<file path="src/design/rgb_to_hsv_converter_core_assert.svh">
// Assertion macros for the RGB to HSV converter core.
// Needs a clock named clk and an active low reset named arst_n in scope.
`ifndef RGB_TO_HSV_CONVERTER_CORE_ASSERT_SVH
`define RGB_TO_HSV_CONVERTER_CORE_ASSERT_SVH

// Check a property on every rising clock edge outside reset.
`define R2H_ASSERT(label, prop, msg) \
	label: assert property (@(posedge clk) disable iff (!arst_n) (prop)) else $error(msg);

// Check that a condition implies another one in the same cycle.
`define R2H_ASSERT_IMPLY(label, cond, cons, msg) \
	`R2H_ASSERT(label, (cond) |-> (cons), msg)

`endif

</file>
<file path="src/design/r2h_pkg.sv">
// Shared constants, payload types and stage records of the RGB to HSV converter.
// No dependencies.
`timescale 1ns / 1ps
`default_nettype none

package r2h_pkg;

	localparam int COMPONENT_BITS = 8;
	localparam int FRACTION_BITS  = 16;
	localparam int SPAN_BITS      = COMPONENT_BITS + 3;
	localparam int NUM_BITS       = COMPONENT_BITS + 4;

	typedef logic [COMPONENT_BITS-1:0] comp_t;
	typedef logic [FRACTION_BITS-1:0]  frac_t;
	typedef logic [SPAN_BITS-1:0]      span_t;

	typedef enum logic [1:0] {
		SEC_RED,
		SEC_GREEN,
		SEC_BLUE
	} sector_t;

	typedef struct packed {
		comp_t red_level;
		comp_t green_level;
		comp_t blue_level;
	} pix_t;

	typedef struct packed {
		frac_t hue_turn;
		frac_t saturation_frac;
		comp_t value_level;
	} hsv_t;

	typedef struct packed {
		comp_t   red;
		comp_t   green;
		comp_t   blue;
		comp_t   hi;
		comp_t   lo;
		sector_t sector;
	} sort_t;

	typedef struct packed {
		span_t hue_num;
		span_t span;
		comp_t sat_num;
		comp_t hi;
		logic  gray;
		logic  full;
	} setup_t;

	typedef struct packed {
		span_t hue_rem;
		span_t hue_den;
		frac_t hue_q;
		comp_t sat_rem;
		comp_t sat_den;
		frac_t sat_q;
		logic  gray;
		logic  full;
	} div_t;

endpackage

`default_nettype wire

</file>
<file path="src/design/r2h_sort.sv">
// First pipeline stage: largest and smallest component and the hue sector.
// Depends on r2h_pkg.
`timescale 1ns / 1ps
`default_nettype none

module r2h_sort
	import r2h_pkg::*;
(
	input  wire logic  clk,
	input  wire logic  arst_n,
	input  wire logic  in_valid,
	output logic       in_ready,
	input  wire pix_t  in_data,
	output logic       out_valid,
	input  wire logic  out_ready,
	output sort_t      out_data
);

	logic    vld_s1;
	sort_t   sort_s1;
	comp_t   hi_rg;
	comp_t   lo_rg;
	sort_t   sort_d;

	always_comb begin
		hi_rg = (in_data.red_level >= in_data.green_level) ? in_data.red_level
			: in_data.green_level;
		lo_rg = (in_data.red_level <= in_data.green_level) ? in_data.red_level
			: in_data.green_level;
		sort_d.red   = in_data.red_level;
		sort_d.green = in_data.green_level;
		sort_d.blue  = in_data.blue_level;
		sort_d.hi    = (hi_rg >= in_data.blue_level) ? hi_rg : in_data.blue_level;
		sort_d.lo    = (lo_rg <= in_data.blue_level) ? lo_rg : in_data.blue_level;
		if (in_data.red_level >= in_data.green_level
				&& in_data.red_level >= in_data.blue_level) begin
			sort_d.sector = SEC_RED;
		end else if (in_data.green_level >= in_data.blue_level) begin
			sort_d.sector = SEC_GREEN;
		end else begin
			sort_d.sector = SEC_BLUE;
		end
	end

	assign in_ready = !vld_s1 || out_ready;

	always_ff @(posedge clk or negedge arst_n) begin
		if (!arst_n) begin
			vld_s1 <= 1'b0;
		end else if (in_ready) begin
			vld_s1 <= in_valid;
		end
	end

	always_ff @(posedge clk) begin
		if (in_ready && in_valid) begin
			sort_s1 <= sort_d;
		end
	end

	assign out_valid = vld_s1;
	assign out_data  = sort_s1;

endmodule

`default_nettype wire

</file>
<file path="src/design/r2h_setup.sv">
// Second pipeline stage: sector numerator, hue span and saturation operands.
// Depends on r2h_pkg.
`timescale 1ns / 1ps
`default_nettype none

module r2h_setup
	import r2h_pkg::*;
(
	input  wire logic   clk,
	input  wire logic   arst_n,
	input  wire logic   in_valid,
	output logic        in_ready,
	input  wire sort_t  in_data,
	output logic        out_valid,
	input  wire logic   out_ready,
	output setup_t      out_data
);

	logic                vld_s2;
	setup_t              setup_s2;
	comp_t               delta;
	logic [NUM_BITS-1:0] d_n;
	logic [NUM_BITS-1:0] r_n;
	logic [NUM_BITS-1:0] g_n;
	logic [NUM_BITS-1:0] b_n;
	logic [NUM_BITS-1:0] num;
	logic [NUM_BITS-1:0] num_w;
	span_t               d_x;
	span_t               span;
	setup_t              setup_d;

	always_comb begin
		delta = in_data.hi - in_data.lo;
		d_n   = {4'b0, delta};
		r_n   = {4'b0, in_data.red};
		g_n   = {4'b0, in_data.green};
		b_n   = {4'b0, in_data.blue};
		d_x   = {3'b0, delta};
		span  = (d_x << 2) + (d_x << 1);
		case (in_data.sector)
			SEC_RED:   num = g_n - b_n;
			SEC_GREEN: num = (d_n << 1) + b_n - r_n;
			SEC_BLUE:  num = (d_n << 2) + r_n - g_n;
			default:   num = '0;
		endcase
		num_w = num[NUM_BITS-1] ? (num + {1'b0, span}) : num;
		setup_d.hue_num = num_w[SPAN_BITS-1:0];
		setup_d.span    = span;
		setup_d.sat_num = delta;
		setup_d.hi      = in_data.hi;
		setup_d.gray    = (delta == '0);
		setup_d.full    = (in_data.lo == '0);
	end

	assign in_ready = !vld_s2 || out_ready;

	always_ff @(posedge clk or negedge arst_n) begin
		if (!arst_n) begin
			vld_s2 <= 1'b0;
		end else if (in_ready) begin
			vld_s2 <= in_valid;
		end
	end

	always_ff @(posedge clk) begin
		if (in_ready && in_valid) begin
			setup_s2 <= setup_d;
		end
	end

	assign out_valid = vld_s2;
	assign out_data  = setup_s2;

endmodule

`default_nettype wire

</file>
<file path="src/design/r2h_div.sv">
// Pipelined restoring divider: one hue and one saturation quotient bit per stage.
// Depends on r2h_pkg.
`timescale 1ns / 1ps
`default_nettype none

module r2h_div
	import r2h_pkg::*;
(
	input  wire logic    clk,
	input  wire logic    arst_n,
	input  wire logic    in_valid,
	output logic         in_ready,
	input  wire setup_t  in_data,
	output logic         out_valid,
	input  wire logic    out_ready,
	output div_t         out_data
);

	div_t                     div_in;
	div_t                     div_s [1:FRACTION_BITS];
	div_t                     nxt   [1:FRACTION_BITS];
	logic [FRACTION_BITS:1]   vld_s;
	logic [FRACTION_BITS+1:1] rdy;

	function automatic div_t div_step(input div_t p);
		div_t                r;
		logic [SPAN_BITS:0]      h_t;
		logic                    h_ge;
		logic [SPAN_BITS:0]      h_r;
		logic [COMPONENT_BITS:0] s_t;
		logic                    s_ge;
		logic [COMPONENT_BITS:0] s_r;
		r    = p;
		h_t  = {p.hue_rem, 1'b0};
		h_ge = (h_t >= {1'b0, p.hue_den});
		h_r  = h_ge ? (h_t - {1'b0, p.hue_den}) : h_t;
		s_t  = {p.sat_rem, 1'b0};
		s_ge = (s_t >= {1'b0, p.sat_den});
		s_r  = s_ge ? (s_t - {1'b0, p.sat_den}) : s_t;
		r.hue_rem = h_r[SPAN_BITS-1:0];
		r.hue_q   = {p.hue_q[FRACTION_BITS-2:0], h_ge};
		r.sat_rem = s_r[COMPONENT_BITS-1:0];
		r.sat_q   = {p.sat_q[FRACTION_BITS-2:0], s_ge};
		return r;
	endfunction

	always_comb begin
		div_in.hue_rem = in_data.hue_num;
		div_in.hue_den = in_data.span;
		div_in.hue_q   = '0;
		div_in.sat_rem = in_data.sat_num;
		div_in.sat_den = in_data.hi;
		div_in.sat_q   = '0;
		div_in.gray    = in_data.gray;
		div_in.full    = in_data.full;
	end

	always_comb begin
		nxt[1] = div_step(div_in);
		for (int k = 2; k <= FRACTION_BITS; k++) begin
			nxt[k] = div_step(div_s[k-1]);
		end
	end

	assign rdy[FRACTION_BITS+1] = out_ready;

	for (genvar k = 1; k <= FRACTION_BITS; k++) begin : g_rdy
		assign rdy[k] = !vld_s[k] || rdy[k+1];
	end

	always_ff @(posedge clk or negedge arst_n) begin
		if (!arst_n) begin
			vld_s <= '0;
		end else begin
			if (rdy[1]) begin
				vld_s[1] <= in_valid;
			end
			for (int k = 2; k <= FRACTION_BITS; k++) begin
				if (rdy[k]) begin
					vld_s[k] <= vld_s[k-1];
				end
			end
		end
	end

	always_ff @(posedge clk) begin
		if (rdy[1] && in_valid) begin
			div_s[1] <= nxt[1];
		end
		for (int k = 2; k <= FRACTION_BITS; k++) begin
			if (rdy[k] && vld_s[k-1]) begin
				div_s[k] <= nxt[k];
			end
		end
	end

	assign in_ready  = rdy[1];
	assign out_valid = vld_s[FRACTION_BITS];
	assign out_data  = div_s[FRACTION_BITS];

endmodule

`default_nettype wire

</file>
<file path="src/design/rgb_to_hsv_converter_core.sv">
// RGB to HSV converter core: sort stage, setup stage, divider and output register.
// Depends on r2h_pkg, r2h_sort, r2h_setup, r2h_div and the assertion macro header.
//
// Usage:
//   pix channel (pix_valid, pix_ready, pix_data) takes one pixel per transfer as
//   red, green and blue levels. hsv channel (hsv_valid, hsv_ready, hsv_data) gives
//   one hue, saturation and value result per pixel, in order.
//   A pix transfer reaches hsv_valid through one sort stage, one setup stage,
//   16 divider stages (one quotient bit each) and the output register.
//   Throughput: one pixel per cycle while hsv_ready is high; the divider sets latency.
//   Each stage holds its item only while the stage after it is full and stalled,
//   so bubbles close up and pix_ready drops only when all 19 stages are full and
//   hsv_ready is low. No transfer is lost or repeated during a stall.
//   Reset clears all stage valid bits; the pipeline starts empty and pix_ready
//   is high right after reset.
//   Gray and black pixels give hue and saturation zero; a pixel with a zero
//   component and some color gives full saturation.
`timescale 1ns / 1ps
`default_nettype none

`include "rgb_to_hsv_converter_core_assert.svh"

module rgb_to_hsv_converter_core
	import r2h_pkg::*;
(
	input  wire logic  clk,
	input  wire logic  arst_n,
	input  wire logic  pix_valid,
	output logic       pix_ready,
	input  wire pix_t  pix_data,
	output logic       hsv_valid,
	input  wire logic  hsv_ready,
	output hsv_t       hsv_data
);

	logic   sort_valid;
	logic   sort_ready;
	sort_t  sort_data;
	logic   setup_valid;
	logic   setup_ready;
	setup_t setup_data;
	logic   div_valid;
	logic   div_ready;
	div_t   div_data;
	logic   hsv_valid_q;
	hsv_t   hsv_q;
	hsv_t   hsv_d;

	r2h_sort u_sort (
		.clk       (clk),
		.arst_n    (arst_n),
		.in_valid  (pix_valid),
		.in_ready  (pix_ready),
		.in_data   (pix_data),
		.out_valid (sort_valid),
		.out_ready (sort_ready),
		.out_data  (sort_data)
	);

	r2h_setup u_setup (
		.clk       (clk),
		.arst_n    (arst_n),
		.in_valid  (sort_valid),
		.in_ready  (sort_ready),
		.in_data   (sort_data),
		.out_valid (setup_valid),
		.out_ready (setup_ready),
		.out_data  (setup_data)
	);

	r2h_div u_div (
		.clk       (clk),
		.arst_n    (arst_n),
		.in_valid  (setup_valid),
		.in_ready  (setup_ready),
		.in_data   (setup_data),
		.out_valid (div_valid),
		.out_ready (div_ready),
		.out_data  (div_data)
	);

	always_comb begin
		hsv_d.value_level = div_data.sat_den;
		if (div_data.gray) begin
			hsv_d.hue_turn        = '0;
			hsv_d.saturation_frac = '0;
		end else begin
			hsv_d.hue_turn        = div_data.hue_q;
			hsv_d.saturation_frac = div_data.full ? '1 : div_data.sat_q;
		end
	end

	assign div_ready = !hsv_valid_q || hsv_ready;

	always_ff @(posedge clk or negedge arst_n) begin
		if (!arst_n) begin
			hsv_valid_q <= 1'b0;
		end else if (div_ready) begin
			hsv_valid_q <= div_valid;
		end
	end

	always_ff @(posedge clk) begin
		if (div_ready && div_valid) begin
			hsv_q <= hsv_d;
		end
	end

	assign hsv_valid = hsv_valid_q;
	assign hsv_data  = hsv_q;

	`R2H_ASSERT_IMPLY(a_sat_zero_gray, hsv_valid && hsv_data.saturation_frac == '0,
		hsv_data.hue_turn == '0, "zero saturation with nonzero hue")
	`R2H_ASSERT_IMPLY(a_black_zero, hsv_valid && hsv_data.value_level == '0,
		hsv_data.saturation_frac == '0 && hsv_data.hue_turn == '0,
		"black pixel with nonzero hue or saturation")
	`R2H_ASSERT_IMPLY(a_stall_only_full, !pix_ready, hsv_valid && !hsv_ready,
		"input held off without an output stall")

endmodule

`default_nettype wire

</file>
<file path="config.mk">
export PLATFORM = sky130hd
export DESIGN_NAME = rgb_to_hsv_converter_core
export DESIGN_NICKNAME = d
export VERILOG_FILES = /design/src/design/r2h_pkg.sv /design/src/design/r2h_sort.sv /design/src/design/r2h_setup.sv /design/src/design/r2h_div.sv /design/src/design/rgb_to_hsv_converter_core.sv
export VERILOG_INCLUDE_DIRS = /design/src /design/src/design
export SDC_FILE = /design/constraint.sdc
export NUM_CORES = 2
export LEC_CHECK = 0
export BUFFER_PORTS_ARGS = -buffer_cell sky130_fd_sc_hd__buf_2
export CORE_MARGIN = 2
export CORE_UTILIZATION = 35
export DETAILED_ROUTE_END_ITERATION = 10
export GPL_TIMING_DRIVEN = 0
export HOLD_SLACK_MARGIN = 0.1
export SLEW_MARGIN = 25
export SYNTH_ARGS = -nofsm -noshare
export SYNTH_HDL_FRONTEND = slang
export SYNTH_SLANG_ARGS = --single-unit
</file>
<file path="constraint.sdc">
create_clock -name clk -period 5.88 [get_ports clk]
set_clock_uncertainty 0.2 [all_clocks]
set_input_delay 0.588 -clock clk [delete_from_list [all_inputs] [get_ports clk]]
set_output_delay 0.588 -clock clk [all_outputs]
set_load 0.02 [all_outputs]
</file>
## Yosys cells after proc, flatten, opt, wreduce, memory -nomap -nowiden

Memories as Yosys holds them, arrays and structs flattened.
Cells that the tools add are included.

| operators by class | value |
|---|---|
| $add $sub $neg | 40 |
| order comparisons | 38 |
| equality and inequality tests | 2 |
| muxes and demuxes | 72 |
| reduce and logical (&&, ||, !) cells | 61 |

Operators by type and width:

| cell | count |
|---|---|
| 12-bit by 11-bit greater-or-equal comparator with 1-bit output | 16 |
| 11-bit 2-to-1 mux | 17 |
| 11-bit subtractor | 16 |
| 8-bit 2-to-1 mux | 20 |
| 9-bit by 8-bit greater-or-equal comparator with 1-bit output | 16 |
| 8-bit subtractor | 17 |
| 12-bit case mux with 3 select lines | 1 |
| 8-bit greater-or-equal comparator | 4 |
| 1-bit 2-to-1 mux | 32 |
| 12-bit by 8-bit subtractor with 12-bit output | 2 |
| 1-bit logical AND | 20 |
| 1-bit logical NOT | 19 |
| 1-bit logical OR | 19 |
| 8-bit <= comparator | 2 |
| 8-bit logical NOT | 2 |
| 16-bit 2-to-1 mux | 1 |
| 10-bit by 8-bit adder with 11-bit output | 1 |
| 10-bit by 9-bit adder with 11-bit output | 1 |
| 11-bit adder | 1 |
| 9-bit by 8-bit adder with 10-bit output | 1 |
| 8-bit by 8-bit subtractor with 9-bit output | 1 |
| 2-bit by 1-bit equality test with 1-bit output, second input constant | 1 |
| 2-bit equality test, second input constant | 1 |
| 2-bit logical NOT | 1 |
| 2-bit 2-to-1 mux | 1 |

| word-level totals | value |
|---|---|
| bits in registers | 141 |
| memory bits (writable) | 1152 |
| output and inout bits | 42 |
| logic and storage cells | 248 |
| memories | 1 |

Memory list:

| name | depth | bits a word | read ports | clocked after Yosys merged registers in | write ports | RTL line | RTL |
|---|---|---|---|---|---|---|---|
| u_div.div_s | 16 | 72 | 16 | 0 | 16 | r2h_div.sv:20 | `div_t div_s [1:FRACTION_BITS];` |

## Depth between registers and ports, before layout

| logic depth | value |
|---|---|
| word-level depth | 21 |
| mapped depth | 26 |

## Cells and area by module

Synthesis repeated with hierarchy kept, for this count alone.

| unflattened totals | value |
|---|---|
| cell total of the unflattened synthesis | 4279 |
| area, all modules | 54318.3 µm² |

Modules (own cells, without submodules):

| module | times used | cells an instance | area each (µm²) | sequential area each (µm²) |
|---|---|---|---|---|
| r2h_div | 1 | 3518 | 45846.5 | 27786.6 |
| r2h_setup | 1 | 414 | 4078.9 | 1166.1 |
| r2h_sort | 1 | 250 | 2876.5 | 1286.2 |
| rgb_to_hsv_converter_core | 1 | 97 | 1516.5 | 1226.2 |

## Worst setup path after synthesis

OpenSTA, ideal clock, no wires.

| timing | value |
|---|---|
| path type | input port to flip-flop |
| from | input hsv_ready |
| to | register u_div.div_s[0][504] (netlist name) |
| data arrival time | 4.915 ns |
| required time | 5.139 ns |
| slack | 0.223 ns |
| stages on the path | 6 |
| cell sequence | nor2b_1 -> nand3_1 -> nor2_1 -> nand3_1 -> nor2_1 -> a21boi_0 |

RTL lines:

| what | RTL line | RTL |
|---|---|---|
| start: declaration | rgb_to_hsv_converter_core.sv:32 | `input wire logic hsv_ready,` |

## Worst setup path in the final report

| timing | value |
|---|---|
| from | register u_sort.sort_s1 (netlist bit u_sort.out_data[10]) |
| to | register u_setup.setup_s2 (netlist bit u_setup.out_data[39]) (data pin) |

| between the ends | value |
|---|---|
| word-level cells in the longest chain between the ends | 6 |
| elaborated cells on any way between the ends | 9 |
| those cells by class | 7 x add/sub; 2 x mux |

Ends and longest elaborated chain:

| what | RTL line | RTL |
|---|---|---|
| start: declaration | r2h_sort.sv:20 | `sort_t sort_s1;` |
| start signal: assignment | r2h_sort.sv:57 | `sort_s1 <= sort_d;` |
| 8-bit subtractor (*) | r2h_setup.sv:33 | `delta = in_data.hi - in_data.lo;` |
| net u_setup.delta[1] | r2h_setup.sv:21 | `comp_t delta;` |
| 10-bit by 8-bit adder with 11-bit output / 9-bit by 8-bit adder with 10-bit output (equally long branches) | r2h_setup.sv:43, r2h_setup.sv:42 |  |
| 12-bit by 8-bit subtractor with 12-bit output, on equally long branches | r2h_setup.sv:43, r2h_setup.sv:42 |  |
| 12-bit case mux with 3 select lines | r2h_setup.sv:40 | `case (in_data.sector)` |
| 11-bit adder | r2h_setup.sv:46 | `num_w = num[NUM_BITS-1] ? (num + {1'b0, span}) : num;` |
| 11-bit 2-to-1 mux (*) | r2h_setup.sv:46 |  |
| net u_setup.num_w[10] | r2h_setup.sv:27 | `logic [NUM_BITS-1:0] num_w;` |
| end signal: assignment | r2h_setup.sv:67 | `setup_s2 <= setup_d;` |
| end: declaration | r2h_setup.sv:20 | `setup_t setup_s2;` |

The timed path passes the listed nets; every way through them passes the cells marked *.
A chain may end at the register's enable or synchronous reset.

==> results.txt <==
- Wirelength per Cell: 13.7 um
- Setup slack on the critical path of the routed design comes to 0.295 ns.
- Number of max-cap violations: 0
* Number of different library cells in the post-synthesis netlist: 68
- Counting instances, the worst hold path has a depth of 0.
- Starting DRC count in detailed routing: 1076
- After synthesis, the cell types taking the most area are sky130_fd_sc_hd__edfxtp_1 60%, sky130_fd_sc_hd__ha_1 10%, sky130_fd_sc_hd__inv_1 3.7%.
* # rows: 137
* Area Growth Syn to Fin: 14.9%
- Worst Reg-to-Reg Cells: 21
- The routed layout has 27133 vias.
- At the end of routability-driven placement, the weighted congestion stood at 0.875.
- The count of final hold-check violations is 0.
- Pin count of the biggest net entering global routing: 57
- The worst register-to-register path ends at u_setup.out_data[39]$_DFFE_PP_.
* Maximum fanout count along the critical path: 4
- OpenSTA, run right after detailed placement, puts the worst setup slack at -0.328 ns.
- For this run, asynchronously set or reset flops after synthesis account for 0.0192.
- End point of the worst hold path: u_div.div_s[0][432]$_DFFE_PP_
* First-pass DRT Iterations: 5
- Sinks on the clock net: 991
- After detailed routing, the total wire length is 81500 um.
- Number of remaining DRC errors: 0
- Fraction of synthesized cell area taken by the top area cell type: 0.595
- The synthesized netlist occupies a cell area of 0.0490 mm2.
- Total power density per cell area: 564 mW/mm2
* Number of nets in the layout: 4432
- Detailed placement ended at an HPWL of 62400 um.
- Number of global-route vias before repair: 28149
- Floorplan die width: 378 um
- The final number of max-transition violations was 0.
- Across every metal layer, demand over resource in global routing totals 0.115.
- Summing all multi-input logic gate instances after layout gives 0.0177 mm2.
* Final setup violation count: 0
* Most used DFF post-synth: sky130_fd_sc_hd__edfxtp_1
* First-pass GRT wire length: 134000 um
- Die height: 378 um
* CTS H-tree lvls: 3
* ANT cells: 0
* Least-Margin Pin Slew: 0.803 ns
- Filler Cell Count: 12833
- The worst pin sits at a relative slew slack of 0.461.
* Clock transition time at the flip-flop clock pins of the worst setup and hold paths: 0.06 ns
- The worst setup path is launched from a flip-flop.
- Across all register-to-register paths, the minimum setup slack is 0.30 ns.
* Outcome: completed
- IO Pins: 70
- Worst r2r src: u_sort.out_data[10]$_DFFE_PP_
* Commonest cells in the synthesized netlist: 972 x sky130_fd_sc_hd__edfxtp_1, 479 x sky130_fd_sc_hd__inv_1, 395 x sky130_fd_sc_hd__ha_1
* Clock Latency Late Sink: 0.69 ns
- Average cell area after synthesis: 13.1 um2
* Post-synthesis sequential area ratio: 0.605
- Core Area: 0.139 mm2
- Deepest clock path buffer count: 3
- Area enclosed by the die boundary: 0.143 mm2
- Hold Worst Slack: 0.194 ns
- STA classifies the critical path endpoint as a flip-flop.
* Final worst path period share: 0.950
* EDFF count, synth: 972
- In this run the most critical hold path is launched from u_div.div_s[0][360]$_DFFE_PP_.
* Average via count per standard cell: 4.57
* Starting Density: 0.352
- Leakage component of the power: 22.6 nW
* Num CTS Buffers: 99
* Library cell with the highest instance count after synthesis: sky130_fd_sc_hd__edfxtp_1
- Post-detailed-route count of antenna-violating nets: 0
* Setup TNS after final layout: 0 ns
- STA puts the critical path data required time at 6.13 ns.
* Ratio of cells with drive above 1 in the final layout: 0.121
- Cell taking the most area after synthesis: sky130_fd_sc_hd__edfxtp_1
- TritonCTS built the clock tree.
- The path class of the tightest hold or removal check is reg2reg.
* Synth warn: 0
* Critical path class: reg2reg
* Count of state elements after synthesis: 991
* Worst Path Arrival: 5.83 ns
- Maximum clock rate: 179 MHz
* Sequential cell area: 0.0297 mm2
- Buffers added on ports: 69
* Syn_nets: 4200
- After technology mapping, the gate count stands at 3739.
- Across the VDD grid, the largest voltage drop is 0.000276 V.
- Total grt overflow: 0
* Final critical path time including I/O delays and setup: 5.58 ns
- Master cell of the clock root buffer: sky130_fd_sc_hd__clkbuf_16
- The initial antenna violation count is 0.
## power breakdown
| group | internal (W) | switching (W) | leakage (nW) | total (W) |
|---|---|---|---|---|
| Combinational | 0.00642 | 0.00727 | 11.3 | 0.0137 |
| Clock | 0.00354 | 0.00270 | 1.61 | 0.00624 |
| Sequential | 0.0109 | 0.000897 | 9.62 | 0.0118 |
| Total | 0.0209 | 0.0109 | 22.6 | 0.0318 |
## how the worst max path moves through the flow
stage | start | endpoint | slack (ns)
2_1_floorplan | hsv_ready | u_div.div_s[0][504]$_DFFE_PP_ | 0.22
3_3_place_gp | hsv_ready | u_div.div_s[0][524]$_DFFE_PP_ | -1.57
3_5_place_dp | u_sort.out_data[10]$_DFFE_PP_ | u_setup.out_data[39]$_DFFE_PP_ | -0.33
4_1_cts | u_sort.out_data[11]$_DFFE_PP_ | u_setup.out_data[39]$_DFFE_PP_ | 0.01
5_1_grt | u_sort.out_data[11]$_DFFE_PP_ | u_setup.out_data[39]$_DFFE_PP_ | -0.04
6_report | u_sort.out_data[10]$_DFFE_PP_ | u_setup.out_data[39]$_DFFE_PP_ | 0.30
## worst max-delay path: stages, from the launching register on
cell	delay (ns)
sky130_fd_sc_hd__edfxtp_1	0.42
sky130_fd_sc_hd__inv_1	0.08
sky130_fd_sc_hd__ha_1	0.16
sky130_fd_sc_hd__inv_1	0.07
sky130_fd_sc_hd__fa_2	0.66
sky130_fd_sc_hd__inv_1	0.16
sky130_fd_sc_hd__fa_1	0.47
sky130_fd_sc_hd__xnor2_1	0.17
sky130_fd_sc_hd__ha_1	0.34
sky130_fd_sc_hd__o21a_1	0.13
sky130_fd_sc_hd__o31a_1	0.21
sky130_fd_sc_hd__a211oi_1	0.07
sky130_fd_sc_hd__mux2_2	0.32
sky130_fd_sc_hd__ha_1	0.32
sky130_fd_sc_hd__a21oi_1	0.25
sky130_fd_sc_hd__o21ai_0	0.20
sky130_fd_sc_hd__a2111oi_2	0.46
sky130_fd_sc_hd__o41ai_2	0.15
sky130_fd_sc_hd__a21oi_1	0.19
sky130_fd_sc_hd__xnor2_1	0.13
sky130_fd_sc_hd__nand2b_1	0.08
sky130_fd_sc_hd__xnor2_1	0.12
## metrics by stage
step / utilization / total power [W] / cells / area, um2
2_1_floorplan: - / 0.0223 / 3739 / 49000
3_3_place_gp: 0.371 / 0.0250 / 5684 / 51700
3_5_place_dp: 0.377 / 0.0254 / 5711 / 52500
4_1_cts: 0.403 / 0.0318 / 5925 / 56100
5_1_grt: 0.404 / 0.0342 / 5933 / 56300
6_report: 0.404 / 0.0318 / 5933 / 56300
## per-layer routing
| metal | routed length [um] | GRT usage |
|---|---|---|
| met2 | 44500 | 0.225 |
| met5 | 0 | 0 |
| met1 | 31200 | 0.118 |
| met4 | 3490 | 0.0526 |
| met3 | 2300 | 0.0208 |
## timing repair
item | in CTS | in global routing
pin swaps | 0 | 5
hold endpoints to repair | 59 | 0
setup buffers | 0 | 8
hold buffers | 27 | 0
endpoints found under the setup margin | 3 | 3
resized for setup | 7 | 22
## flip-flops by register name (all words and copies together), names as in the netlist
signal	count
u_div.div_s	852
u_sort.out_data	42
hsv_data	40
u_setup.out_data	38
u_div.vld_s	16
hsv_valid	1
u_setup.out_valid	1
u_sort.out_valid	1
## area by class of cell
type | count | area share
plain buffers | 42 | 0.00331
clock inverters | 70 | 0.0123
repair buffers | 131 | 0.0238
multi-input cells | 2225 | 0.314
inverters | 481 | 0.0323
clock buffers | 117 | 0.0461
well taps | 1876 | 0.0417
flip-flops and latches | 991 | 0.527
## kinds of logic (layout without fill, tap and decap cells)
family / count (synthesis) / after routing / share of synthesized area
buffers and inverters: 523 / 841 / 0.0409
adders and majority gates: 433 / 433 / 0.116
and+or+nand+nor: 768 / 768 / 0.0781
AOI/OAI and AO/OA: 641 / 641 / 0.0815
muxes: 171 / 171 / 0.0393
DFF: 991 / 991 / 0.605
xor gates and xnor gates: 212 / 212 / 0.0389
## layout by cell type, fill, tap and decap left out, types with 56 or more instances in the layout
cell type | netlist | final
sky130_fd_sc_hd__nand2b_1 | 81 | 81
sky130_fd_sc_hd__ha_1 | 395 | 393
sky130_fd_sc_hd__clkbuf_16 | 0 | 99
sky130_fd_sc_hd__o21ai_0 | 165 | 163
sky130_fd_sc_hd__nand2_1 | 105 | 105
sky130_fd_sc_hd__inv_1 | 479 | 479
sky130_fd_sc_hd__nor2b_1 | 112 | 105
sky130_fd_sc_hd__a21o_1 | 88 | 88
sky130_fd_sc_hd__xor2_1 | 59 | 56
sky130_fd_sc_hd__xnor2_1 | 149 | 148
sky130_fd_sc_hd__edfxtp_1 | 972 | 972
sky130_fd_sc_hd__a21oi_1 | 182 | 180
sky130_fd_sc_hd__nor2_1 | 255 | 255
sky130_fd_sc_hd__mux2_2 | 142 | 142
sky130_fd_sc_hd__buf_2 | 14 | 83
(Power assumes the default switching activity.)
